==> src/design/assert_macros.svh <==
// Assertion macros shared by the terminal cell buffer RTL.
`ifndef ASSERT_MACROS_SVH
`define ASSERT_MACROS_SVH
`ifndef SYNTHESIS
`define ASSERT_IMP(lbl, clk, rst_n, ante, cons) \
    lbl: assert property (@(posedge clk) disable iff (!rst_n) (ante) |-> (cons)) \
        else $error("assertion failed");
`define ASSERT_NXT(lbl, clk, rst_n, ante, cons) \
    lbl: assert property (@(posedge clk) disable iff (!rst_n) (ante) |=> (cons)) \
        else $error("assertion failed");
`else
`define ASSERT_IMP(lbl, clk, rst_n, ante, cons)
`define ASSERT_NXT(lbl, clk, rst_n, ante, cons)
`endif
`endif

==> src/design/ttcb_fifo.sv <==
// Two-entry queue between the command front end and the back end.
`timescale 1ns / 1ps
`include "assert_macros.svh"
module ttcb_fifo #(
    parameter int WIDTH = 8
) (
    input  logic             i_clk,
    input  logic             i_rst_n,
    input  logic             i_push,
    input  logic [WIDTH-1:0] i_data,
    output logic             o_full,
    input  logic             i_pop,
    output logic             o_empty,
    output logic [WIDTH-1:0] o_data
);
    logic [WIDTH-1:0] r_mem [2];
    logic             r_wp;
    logic             r_rp;
    logic [1:0]       r_cnt;

    always_ff @(posedge i_clk) begin
        if (!i_rst_n) begin
            r_wp  <= 1'b0;
            r_rp  <= 1'b0;
            r_cnt <= 2'd0;
        end else begin
            if (i_push) begin
                r_wp <= ~r_wp;
            end
            if (i_pop) begin
                r_rp <= ~r_rp;
            end
            case ({i_push, i_pop})
                2'b10:   r_cnt <= r_cnt + 2'd1;
                2'b01:   r_cnt <= r_cnt - 2'd1;
                default: r_cnt <= r_cnt;
            endcase
        end
    end

    always_ff @(posedge i_clk) begin
        if (i_push) begin
            r_mem[r_wp] <= i_data;
        end
    end

    assign o_full  = (r_cnt == 2'd2);
    assign o_empty = (r_cnt == 2'd0);
    assign o_data  = r_mem[r_rp];

    `ASSERT_IMP(a_no_overflow, i_clk, i_rst_n, i_push, r_cnt != 2'd2)
endmodule

==> config.mk <==
export PLATFORM = sky130hd
export DESIGN_NAME = ttcb_fifo
export DESIGN_NICKNAME = d
export VERILOG_FILES = /design/src/design/ttcb_fifo.sv
export VERILOG_INCLUDE_DIRS = /design/src /design/src/design
export SDC_FILE = /design/constraint.sdc
export NUM_CORES = 1
export LEC_CHECK = 0
export BUFFER_PORTS_ARGS = -buffer_cell sky130_fd_sc_hd__buf_2
export CAP_MARGIN = 20
export CORE_MARGIN = 2
export CORE_UTILIZATION = 52
export CTS_CLUSTER_SIZE = 20
export DETAILED_ROUTE_END_ITERATION = 16
export MAX_ROUTING_LAYER = met4
export PLACE_DENSITY = 0.85
export SYNTH_ARGS = -nofsm -noshare
export SYNTH_HDL_FRONTEND = slang
export SYNTH_SLANG_ARGS = --single-unit
==> constraint.sdc <==
create_clock -name i_clk -period 2.2 [get_ports i_clk]
set_input_delay 0.22 -clock i_clk [delete_from_list [all_inputs] [get_ports i_clk]]
set_output_delay 0.22 -clock i_clk [all_outputs]
set_load 0.1 [all_outputs]
# Word-level counts from Yosys, hierarchy flattened
# Memory sizes are Yosys's and may differ from the RTL's. A register that Yosys moved wholly into a read port is not among the register bits.
# Cells that the tools add are included.
[totals] input_bits=12 ramBits=16 memories=1 word_cells=18 regBits=4
[memory_table] name="r_mem" depth=2 word_bits=8 read_ports=1 rd_clocked_by_memory_dff=1 wr=1 line="ttcb_fifo.sv:16" rtl="logic [WIDTH-1:0] r_mem [2];"
[classes] muxes=5 reduce_logical=2 n_addsub=2 n_eq_ne=3 n_bitwise=2
[op_table] op="$eq A2 B2 Y1 const B" n=2
[op_table] op="$mux W1" n=4
[op_table] op="$pmux W2 S2" n=1
[op_table] op="$add A2 B1 Y2 const B" n=1
[op_table] op="$eq A2 B1 Y1 const B" n=1
[op_table] op="$logic_not A2 Y1" n=1
[op_table] op="$not A1 Y1" n=2
[op_table] op="$reduce_bool A2 Y1" n=1
[op_table] op="$sub A2 B1 Y2 const B" n=1

# Longest topological paths before layout
[depth] ltp_word=3 depth_mapped=5

# Least setup slack after synthesis
# No wires, ideal clock.
[synth_path] path_type="reg-to-output" from="reg r_cnt[0]" to="out o_empty" stages_incl_launch_ff=2 setup_slack_ps=396 t_arrival_ps=1584 path_cell_list="dfxtp_1 > nor2_1"
[synth_via] elab_chain_cells=1
[synth_rtl] element="start: declaration" line="ttcb_fifo.sv:19" rtl="logic [1:0] r_cnt;"
[synth_rtl] element="start signal: assignment" line="ttcb_fifo.sv:34" rtl="2'b10: r_cnt <= r_cnt + 2'd1;"
[synth_rtl] element="start signal: assignment" line="ttcb_fifo.sv:35" rtl="2'b01: r_cnt <= r_cnt - 2'd1;"
[synth_rtl] element="start signal: assignment" line="ttcb_fifo.sv:36" rtl="default: r_cnt <= r_cnt;"
[synth_rtl] element="$logic_not A2 Y1" line="ttcb_fifo.sv:48" rtl="assign o_empty = (r_cnt == 2'd0);"
[synth_rtl] element="end: declaration" line="ttcb_fifo.sv:13" rtl="output logic o_empty,"
# No other way between the ends.

==> out/results.ini <==
[outcome]
status = finished clean

[job]
max_cap_viol_count = 0

[clocking]
cts.sinks = 21
root_buffer = clkbuf_4
cts_buffers = 3
clk_pin_slew_ps = 110
cts_resized = 0
postCtsHoldBufs = 0
cts_setup_buffers = 0
cts_tree = done
clock_path_buffers = 2
clk_latency_ps = 290
htree_levels = 1

[sta]
rsz0062_at_grt = false
max_freq_ghz = 0.584
min_period_over_period_pct = 77.9
setup_viol = 0
fin_tns_setup_ps = 0
clock_skew_ps = 1.42
holdWs_ps = 110
hold_violations = 0
finalMaxSlewViolations = 0
relSlewSlack_pct = 50.0
period_needed_ps = 1710
tightestPinTransition_ps = 748

[detailed_routing]
detail-route-antenna-nets = 0
routed.top_layer = met4
met1Wirelength_um = 492
vias = 446
first_iter_violations = 8
wl_met3_um = 65
totalWireLength_um = 1100
drc = 0
viasPerCell = 5.13
route.met2.wl_um = 533
wl_per_cell_um = 12.6
dr.pass1.iters = 3

[worst_setup_path]
worstPathRequired_ps = 1980
cp-start-kind = register
cp_max_fo = 8
cp-end-kind = output pin
crit_type = register to output pin
cp.arrival_ps = 1490

[place]
io_buffers = 21
gp_congestion = 0.603
dpl.hpwl_um = 830

[power_and_ir_drop]
internal-power_uw = 575
p_comb_share_pct = 27.6
switchingPower_uw = 312
p_leak_uw = 0.000374
peakVddDrop_mv = 0.449
pwr-share-seq_pct = 52.9
power_frac_clock_pct = 19.5
swShare_pct = 35.1
p_per_area_mw_per_mm2 = 943

[logic_synthesis]
syn-num-nets = 60
ys_ff_latch = 21
ys_seq_area_share_pct = 73.3
synth_warnings = 0
synth_area_per_cell_um2 = 16.9
ys_types = 16
syn_inst = 47
syn_area_um2 = 792

[finish]
mostFrequentLayoutCell = buf_2
antenna_cells = 0
final_cell_mix = buf_2 (21), edfxtp_1 (16), mux2_2 (8)
drive_above_1_share_pct = 47.9
area_delta_synth_final_pct = 18.6
nets = 85

[global_routing]
gr-usage-all-layers_pct = 13.7
grt_overflow = 0
grt_first_pass_wirelength_um = 1790
grt_pass1_vias = 414
grt_max_degree = 13
antenna_found_initial = 0

[floorplan]
core_region_area_mm2 = 0.00147
die_h_um = 43.0
io_pins = 22
die_w_um = 43.0
num_rows = 14
initial_core_util_pct = 53.8
dieArea_mm2 = 0.00185

[hold_path]
hold_path_class = input pin to register

final timing paths:
check        startpoint     endpoint  slack (ps)  cells after the start
min reg2reg    r_cnt[1]     r_cnt[1]         510                      2
max reg2reg        r_wp  r_mem[0][1]         920                      1
min           i_data[6]  r_mem[1][6]         110                      1
max            register    o_data[6]         490                      2
sequential cells by signal, indices dropped and copies added (netlist names), named ones only:
register	flops
r_mem	16
r_rp	1
r_wp	1
r_cnt	2
synth_stat cells:
cell type	number	area [um^2]
nor2_1	2	7.51
buf_2	1	5.00
edfxtp_1	16	480
inv_1	1	3.75
ha_1	1	12.5
and2b_2	1	8.76
o21a_1	1	7.51
and2_1	4	25.0
a21boi_1	1	7.51
mux2_2	8	90.1
dfxtp_1	5	100
xnor2_1	2	17.5
xor2_1	1	8.76
o21ai_0	1	5.00
or3_1	1	6.26
nor2b_1	1	6.26
per-stage QoR:
step                setup WS, ps  std cells  instance area [um^2]  total power, uW  util, %
floorplan                    396         47                   792              686        -
global placement             806         83                   912              720     62.0
detailed placement           806         83                   912              724     62.0
CTS                          469         87                   940              894     63.9
global route                 422         87                   940              925     63.9
finish                       486         87                   940              886     63.9
final cells by class:
class | count | area (um^2)
inverter | 1 | 3.75
clock buffer | 3 | 22.5
sequential | 21 | 581
fill | 121 | 532
clock inverter | 1 | 5.00
tap | 16 | 20.0
timing repair buffer | 21 | 105
multi-input combinational | 24 | 203
critical path: stages (launching register included):
cell,delay (ps)
dfxtp_1,530
mux2_2,380
buf_2,290
metal layers:
| layer | up-vias | GRT usage [%] |
|---|---|---|
| li1 | 218 | - |
| met2 | 12 | 21.2 |
| met1 | 214 | 17.8 |
| met3 | 2 | 2.98 |
| met5 | - | - |
| met4 | 0 | 5.45 |
power groups by stage:
| stage | clock network, uW | logic, uW | registers [uW] |
|---|---|---|---|
| final | 173 | 245 | 469 |
| after global routing | 196 | 256 | 473 |
| after CTS | 178 | 247 | 469 |
| after detailed placement | 0 | 246 | 478 |
| after global placement | 0 | 244 | 477 |
| after floorplan | 0 | 216 | 470 |
cells by family after synthesis:
logic type	share of synthesized area [%]
xor+xnor	3.32
compound gates	2.53
buf+inv	1.10
flops	73.3
fa+ha+maj	1.58
mux	11.4
simple gates	6.79
Power figures use the tool's default switching activity.
