`config.mk`:
```
export PLATFORM = sky130hd
export DESIGN_NAME = ttcb_front_flat
export DESIGN_NICKNAME = d
export VERILOG_FILES = /design/src/design/assert_macros.svh /design/src/design/ttcb_pkg.sv /design/src/design/ttcb_if.sv /design/src/design/ttcb_front.sv /design/src/flat_wrapper.sv
export SDC_FILE = /design/constraint.sdc
export NUM_CORES = 1
export LEC_CHECK = 0
export BUFFER_PORTS_ARGS = -buffer_cell sky130_fd_sc_hd__buf_2
export CAP_MARGIN = 10
export CORE_MARGIN = 3
export CORE_UTILIZATION = 35
export CTS_BUF_LIST = sky130_fd_sc_hd__clkbuf_8 sky130_fd_sc_hd__clkbuf_16
export DETAILED_ROUTE_END_ITERATION = 7
export PLACE_DENSITY = 0.85
export RECOVER_POWER = 100
export SETUP_SLACK_MARGIN = 0.02
export SYNTH_ARGS = -nofsm -noshare
export SYNTH_HDL_FRONTEND = slang
export SYNTH_SLANG_ARGS = --single-unit
```
`constraint.sdc`:
```
create_clock -name i_clk -period 2 [get_ports i_clk]
set_input_delay 0.3 -clock i_clk [delete_from_list [all_inputs] [get_ports i_clk]]
set_output_delay 0.3 -clock i_clk [all_outputs]
set_load 0.01 [all_outputs]
```
`src/design/assert_macros.svh`:
```
// Assertion macros shared by the terminal cell buffer RTL.
`ifndef ASSERT_MACROS_SVH
`define ASSERT_MACROS_SVH
`ifndef SYNTHESIS
`define ASSERT_IMP(lbl, clk, rst_n, ante, cons) \
    lbl: assert property (@(posedge clk) disable iff (!rst_n) (ante) |-> (cons)) \
        else $error("assertion failed");
`define ASSERT_NXT(lbl, clk, rst_n, ante, cons) \
    lbl: assert property (@(posedge clk) disable iff (!rst_n) (ante) |=> (cons)) \
        else $error("assertion failed");
`else
`define ASSERT_IMP(lbl, clk, rst_n, ante, cons)
`define ASSERT_NXT(lbl, clk, rst_n, ante, cons)
`endif
`endif

```
`src/design/ttcb_pkg.sv`:
```
// Shared types and constants of the terminal cell buffer.
`timescale 1ns / 1ps
package ttcb_pkg;
    localparam int DEF_ROWS = 80;
    localparam int DEF_COLS = 160;

    localparam logic [7:0] CH_ESC = 8'h1B;
    localparam logic [7:0] CH_NL  = 8'h0A;
    localparam logic [7:0] CH_SP  = 8'h20;

    localparam logic [2:0] PEN_DEFAULT = 3'd0;

    localparam logic [1:0] CMD_PUT  = 2'd0;
    localparam logic [1:0] CMD_BS   = 2'd1;
    localparam logic [1:0] CMD_CLR  = 2'd2;
    localparam logic [1:0] CMD_READ = 2'd3;

    localparam logic [2:0] OP_NONE = 3'd0;
    localparam logic [2:0] OP_PUT  = 3'd1;
    localparam logic [2:0] OP_BS   = 3'd2;
    localparam logic [2:0] OP_CLR  = 3'd3;
    localparam logic [2:0] OP_READ = 3'd4;

    typedef struct packed {
        logic [2:0] kind;
        logic       pre_esc;
        logic [7:0] data;
        logic [2:0] pen;
        logic [6:0] rd_row;
        logic [7:0] rd_col;
    } t_op;

    typedef struct packed {
        logic init_busy;
    } t_bk_status;
endpackage

```
`src/design/ttcb_if.sv`:
```
// Valid/ready channel interfaces for command items and result items.
`timescale 1ns / 1ps
interface ttcb_in_if;
    logic       valid;
    logic       ready;
    logic [1:0] cmd;
    logic [7:0] data_byte;
    logic [6:0] read_row;
    logic [7:0] read_col;
    modport source (output valid, cmd, data_byte, read_row, read_col, input ready);
    modport sink (input valid, cmd, data_byte, read_row, read_col, output ready);
endinterface


```
`src/design/ttcb_front.sv`:
```
// Front end: takes command items, runs the escape parser and queues operations.
`timescale 1ns / 1ps
module ttcb_front (
    input  logic                   i_clk,
    input  logic                   i_rst_n,
    ttcb_in_if.sink                i_in,
    input  ttcb_pkg::t_bk_status   i_status,
    input  logic                   i_q_full,
    output logic                   o_push,
    output ttcb_pkg::t_op          o_op
);
    localparam logic [1:0] ESC_IDLE    = 2'd0;
    localparam logic [1:0] ESC_SEEN    = 2'd1;
    localparam logic [1:0] ESC_BRACKET = 2'd2;

    localparam logic [7:0] CH_LBR = 8'h5B;
    localparam logic [7:0] CH_W   = 8'h77;
    localparam logic [7:0] CH_R   = 8'h72;
    localparam logic [7:0] CH_G   = 8'h67;
    localparam logic [7:0] CH_B   = 8'h62;
    localparam logic [7:0] CH_Y   = 8'h79;
    localparam logic [7:0] CH_A   = 8'h61;

    logic [1:0]    r_phase, n_phase;
    logic [2:0]    r_pen, n_pen;
    logic          w_acc;
    ttcb_pkg::t_op w_op;

    assign i_in.ready = !i_q_full && !i_status.init_busy;
    assign w_acc      = i_in.valid && i_in.ready;

    always_comb begin
        n_phase     = r_phase;
        n_pen       = r_pen;
        w_op        = '0;
        w_op.kind   = ttcb_pkg::OP_NONE;
        w_op.data   = i_in.data_byte;
        w_op.pen    = r_pen;
        w_op.rd_row = i_in.read_row;
        w_op.rd_col = i_in.read_col;
        case (i_in.cmd)
            ttcb_pkg::CMD_PUT: begin
                if (r_phase == ESC_BRACKET) begin
                    n_phase = ESC_IDLE;
                    case (i_in.data_byte)
                        CH_W:    n_pen = 3'd0;
                        CH_R:    n_pen = 3'd1;
                        CH_G:    n_pen = 3'd2;
                        CH_B:    n_pen = 3'd3;
                        CH_Y:    n_pen = 3'd4;
                        CH_A:    n_pen = 3'd5;
                        default: n_pen = r_pen;
                    endcase
                end else if (r_phase == ESC_SEEN && i_in.data_byte == CH_LBR) begin
                    n_phase = ESC_BRACKET;
                end else begin
                    // a lone escape is printed ahead of this byte
                    w_op.pre_esc = (r_phase == ESC_SEEN);
                    if (i_in.data_byte == ttcb_pkg::CH_ESC) begin
                        n_phase = ESC_SEEN;
                    end else begin
                        n_phase   = ESC_IDLE;
                        w_op.kind = ttcb_pkg::OP_PUT;
                    end
                end
            end
            ttcb_pkg::CMD_BS: begin
                n_phase   = ESC_IDLE;
                w_op.kind = ttcb_pkg::OP_BS;
            end
            ttcb_pkg::CMD_CLR: begin
                n_phase   = ESC_IDLE;
                w_op.kind = ttcb_pkg::OP_CLR;
            end
            default: begin
                w_op.kind = ttcb_pkg::OP_READ;
            end
        endcase
    end

    always_ff @(posedge i_clk) begin
        if (!i_rst_n) begin
            r_phase <= ESC_IDLE;
            r_pen   <= ttcb_pkg::PEN_DEFAULT;
        end else if (w_acc) begin
            r_phase <= n_phase;
            r_pen   <= n_pen;
        end
    end

    assign o_push = w_acc;
    assign o_op   = w_op;
endmodule

```
`src/flat_wrapper.sv`:
```
// flat-port wrapper written by rule: the top's interface ports become plain ports
module ttcb_front_flat 
  (i_clk, i_rst_n, i_status, i_q_full, o_push, o_op, i_in_valid, i_in_cmd, i_in_data_byte, i_in_read_row, i_in_read_col, i_in_ready);
  ttcb_in_if i_in_i ();
  input  logic i_clk;
  input  logic i_rst_n;
  input  ttcb_pkg::t_bk_status i_status;
  input  logic i_q_full;
  output logic o_push;
  output ttcb_pkg::t_op o_op;
  input wire logic [$bits(i_in_i.valid)-1:0] i_in_valid;
  input wire logic [$bits(i_in_i.cmd)-1:0] i_in_cmd;
  input wire logic [$bits(i_in_i.data_byte)-1:0] i_in_data_byte;
  input wire logic [$bits(i_in_i.read_row)-1:0] i_in_read_row;
  input wire logic [$bits(i_in_i.read_col)-1:0] i_in_read_col;
  output wire logic [$bits(i_in_i.ready)-1:0] i_in_ready;
  assign i_in_i.valid = i_in_valid;
  assign i_in_i.cmd = i_in_cmd;
  assign i_in_i.data_byte = i_in_data_byte;
  assign i_in_i.read_row = i_in_read_row;
  assign i_in_i.read_col = i_in_read_col;
  assign i_in_ready = i_in_i.ready;
  ttcb_front u_core (.i_clk(i_clk), .i_rst_n(i_rst_n), .i_in(i_in_i), .i_status(i_status), .i_q_full(i_q_full), .o_push(o_push), .o_op(o_op));
endmodule
```
After elaboration in Yosys (flattened, before gate mapping)
Cells that the tools add are included.
{"block": "op_classes", "n_eq_ne": 12, "n_mux": 10, "reduce_logical": 11}
{"op": "== test 8 x 7 -> 1 bit (second input constant)", "count": 7}
{"op": "one-hot mux 3 bit (6 select lines)", "count": 1}
{"op": "one-hot mux 3 bit (3 select lines)", "count": 1}
{"op": "== test 8 x 5 -> 1 bit (second input constant)", "count": 1}
{"op": "two-way mux 4 bit", "count": 2}
{"op": "nonzero test 6 bit", "count": 1}
{"op": "== test 2 x 1 -> 1 bit (second input constant)", "count": 2}
{"op": "== test 2 bit (second input constant)", "count": 2}
{"op": "two-way mux 2 bit", "count": 2}
{"op": "one-hot mux 2 bit (2 select lines)", "count": 1}
{"op": "AND reduction 4 bit", "count": 1}
{"op": "logical AND 1 bit", "count": 3}
{"op": "two-way mux 1 bit", "count": 3}
{"op": "logical NOT 1 bit", "count": 2}
{"op": "logical NOT 2 bit", "count": 1}
{"op": "AND reduction 2 bit", "count": 1}
{"op": "nonzero test 2 bit", "count": 1}
{"op": "OR reduction 2 bit", "count": 1}
{"block": "totals", "regBits": 5, "input_bits": 30, "out_inout_bits": 32, "wordCells": 35}

Longest topological paths before layout
{"block": "logic_depth", "depth_word": 5, "depth_mapped": 6, "depth_no_buf": 6}

Worst setup path before layout
OpenSTA, ideal clock, no wires.
{"block": "synth_path", "path_type": "input to register", "start": "in i_in_cmd[0]", "end": "reg u_core.r_pen[1]", "arrival_ps": 1572, "setup_slack_ps": 312, "cell_stages": 6, "path_buffers": 0, "cell_sequence": "inv_1 -> ha_1 -> or4bb_1 -> nor3_4 -> o21ai_0 -> a31o_2"}
{"block": "synth_via", "elab_chain_len": 2}
{"item": "start: declaration", "line": "flat_wrapper.sv:12", "rtl": "input wire logic [$bits(i_in_i.cmd)-1:0] i_in_cmd;"}
{"item": "logical NOT 2 bit", "line": "ttcb_front.sv:41", "rtl": "case (i_in.cmd)"}
{"item": "AND reduction 4 bit (no source line)"}
{"item": "end signal: assignment", "line": "ttcb_front.sv:84", "rtl": "r_pen <= ttcb_pkg::PEN_DEFAULT;"}
{"item": "end signal: assignment", "line": "ttcb_front.sv:87", "rtl": "r_pen <= n_pen;"}
{"item": "end: declaration", "line": "ttcb_front.sv:25", "rtl": "logic [2:0] r_pen, n_pen;"}
No other way between the ends.
A chain may end at the register's enable or synchronous reset.

==> results.txt <==
run status - complete, no violations
first-pass GRT wire length - 2.14 mm
antenna violations before repair - 0
largest net degree at the start of global routing - 8
Syn Area/Cell - 7.70 um^2
max_cap viols - 0
fin crit share - 91.1%
die width - 47.7 um
PortBufs - 31
Clock Path Buffers - 2
Worst EP arrival - 1.52 ns
Finished Cell Area - 634 um^2
Min-Delay Path Class - in -> reg
fraction of registers with async set/reset - 0%
clk sinks - 5
core area - 1580 um^2
clock share of power - 50.1%
Yosys cell types - 30
Ys Warns - 0
Final Critical Period - 1.82 ns
Pint - 0.000262 W
mapped cell area - 608 um^2
Hold WS - 0.390 ns
Synth Flop Type - dfxtp_1
Area after DPL - 611 um^2
clk_skew - 0.00180 ns
Final TNS setup - 0 ns
FF+latch count, synth - 5
HPWL after DPL - 1.17 mm
Final Wtd Congestion - 0.767
clk slew on worst S/H paths - 0.03 ns
Cell Rows - 14
initial cell density of the core - 38.6%
leakage power - 0.288 nW
H-tree Lvls - 1
fin. max-slew vios - 0
CTS tree - yes
GRT Overall Usage - 13.5%
Post-DRT Antenna Nets - 0
Logic pwr share - 21.3%
Final nets - 124
DR pass1 iterations - 4
TritonCTS buffer count - 3
Max transition margin - 74.0%
# DRC - 0
syn_nets - 111
Root Driver - clkbuf_8
DR WL/cell - 13.9 um
num ports - 62
EDFF count, synth - 0
startpoint class of the critical path - primary input
vias in the first global route - 546
CP max FO - 7
sw frac - 26.8%
Die Area - 2270 um^2
number of DRC markers in iteration 0 - 13
diode count - 0
Peak supply drop - 0.316 mV
Final setup viols - 0
Sequential Power Share - 28.5%
sequential fraction of the synthesis area - 16.5%
Clock Latency Late Sink - 0.22 ns
Avg Vias per Cell - 5.30
CP required - 1.70 ns
Hold Buf Count CTS - 0
net switching power - 0.0000957 W
final hold viol count - 0
post-CTS setup buffers - 0
RSZ-0062 raised after global routing - no
Worst Max-Slew Pin Slew - 0.386 ns
crit end category - primary output
total gr overflow - 0
post-cts resize count - 0
Routed WL - 1.49 mm
Crit Path Category - in -> out
PwrDens - 563 nW/um^2
routed via count - 567
Finished Core Util - 40.2%
Cells after Synth - 79
Max Freq - 549 MHz
die height - 47.7 um
area added between synthesis and finish - 4.32%
share of cells above drive strength 1 - 23.1%
total power - 0.000357 W
logic make-up after synthesis:
logic type | count (synthesis) | share of synthesized area (%)
buffers and inverters | 28 | 31.5
AOI/OAI and AO/OA | 12 | 13.0
and+or+nand+nor | 29 | 30.5
xor gates and xnor gates | 2 | 2.88
muxes | 1 | 1.65
adders and majority gates | 2 | 4.11
DFF | 5 | 16.5
cell usage in the layout (no fill, tap or decap), drive strengths merged:
cell type	n
nor3b	1
and3b	1
and4b	1
or3	1
nor3	3
a21boi	1
clkbuf	20
nor2	3
nand4	1
xor2	2
nand3b	1
nor4	2
mux2i	1
nand3	1
o32ai	1
or3b	2
a211oi	2
o21ai	3
o41ai	1
or4	1
a31o	1
ha	2
nand2	6
nand2b	3
or4bb	1
inv	6
a21oi	3
buf	14
dfxtp	5
nor2b	1
Yosys cell counts (2+ instances only):
| cell | count | area [um^2] |
|---|---|---|
| a211oi_1 | 2 | 15.0 |
| a21oi_1 | 3 | 15.0 |
| buf_4 | 23 | 173 |
| dfxtp_1 | 5 | 100 |
| ha_1 | 2 | 25.0 |
| inv_1 | 5 | 18.8 |
| nand2_1 | 6 | 22.5 |
| nand2b_1 | 3 | 18.8 |
| nor2_1 | 3 | 11.3 |
| nor3_1 | 2 | 10.0 |
| nor4_1 | 2 | 12.5 |
| o21ai_0 | 3 | 15.0 |
| or3b_2 | 2 | 17.5 |
| xor2_1 | 2 | 17.5 |
critical path, cell delays in order:
cell and delay [ns]:
buf_2 0.14, nand3b_1 0.20, or4_1 0.51, a21oi_1 0.14, o41ai_1 0.10, clkbuf_1 0.14
flip-flops by register name (all words and copies together), names as in the netlist:
name / cells
u_core.r_phase: 2
u_core.r_pen: 3
power groups by stage:
stage | Clock (W) | Sequential [W] | Combinational [W]
floorplan | 0 | 0.000103 | 0.0000770
global placement | 0 | 0.000103 | 0.0000754
detailed placement | 0 | 0.000103 | 0.0000790
CTS | 0.000188 | 0.000102 | 0.0000791
global route | 0.000191 | 0.000102 | 0.0000844
finish | 0.000179 | 0.000102 | 0.0000762
area by class of cell:
type / count / area [um^2]
fill: 177 / 942
multi-input combinational: 46 / 317
timing repair buffer: 31 / 134
sequential: 5 / 100
clock buffer: 3 / 41.3
tap: 16 / 20.0
inverter: 5 / 18.8
clock inverter: 1 / 3.75
metal layers:
layer / share of wire (%) / vias up / global-route usage [%]
met4: 2.4 / 0 / 12.9
li1: - / 276 / -
met3: 7.7 / 10 / 3.76
met5: 0 / - / 0
met2: 49 / 35 / 20.3
met1: 41 / 246 / 15.0
path summary, 6_finish.rpt:
| path | endpoint | slack [ns] | startpoint | cells past startpoint |
|---|---|---|---|---|
| worst max-delay path | o_op[27] | 0.18 | i_in_data_byte[2] | 6 |
| worst min-delay path | u_core.r_phase[0] | 0.39 | i_rst_n | 3 |
| worst max register to register | u_core.r_pen[1] | 0.40 | u_core.r_phase[0] | 4 |
| worst min register to register | u_core.r_pen[0] | 0.47 | u_core.r_pen[0] | 2 |
metrics by stage:
stage | instances | worst slack [ns]
after CTS | 107 | 0.172
after floorplan | 79 | 0.312
after global placement | 103 | 0.148
after global routing | 107 | 0.0982
final | 107 | 0.178
after detailed placement | 103 | 0.0871
Power figures use the tool's default switching activity.
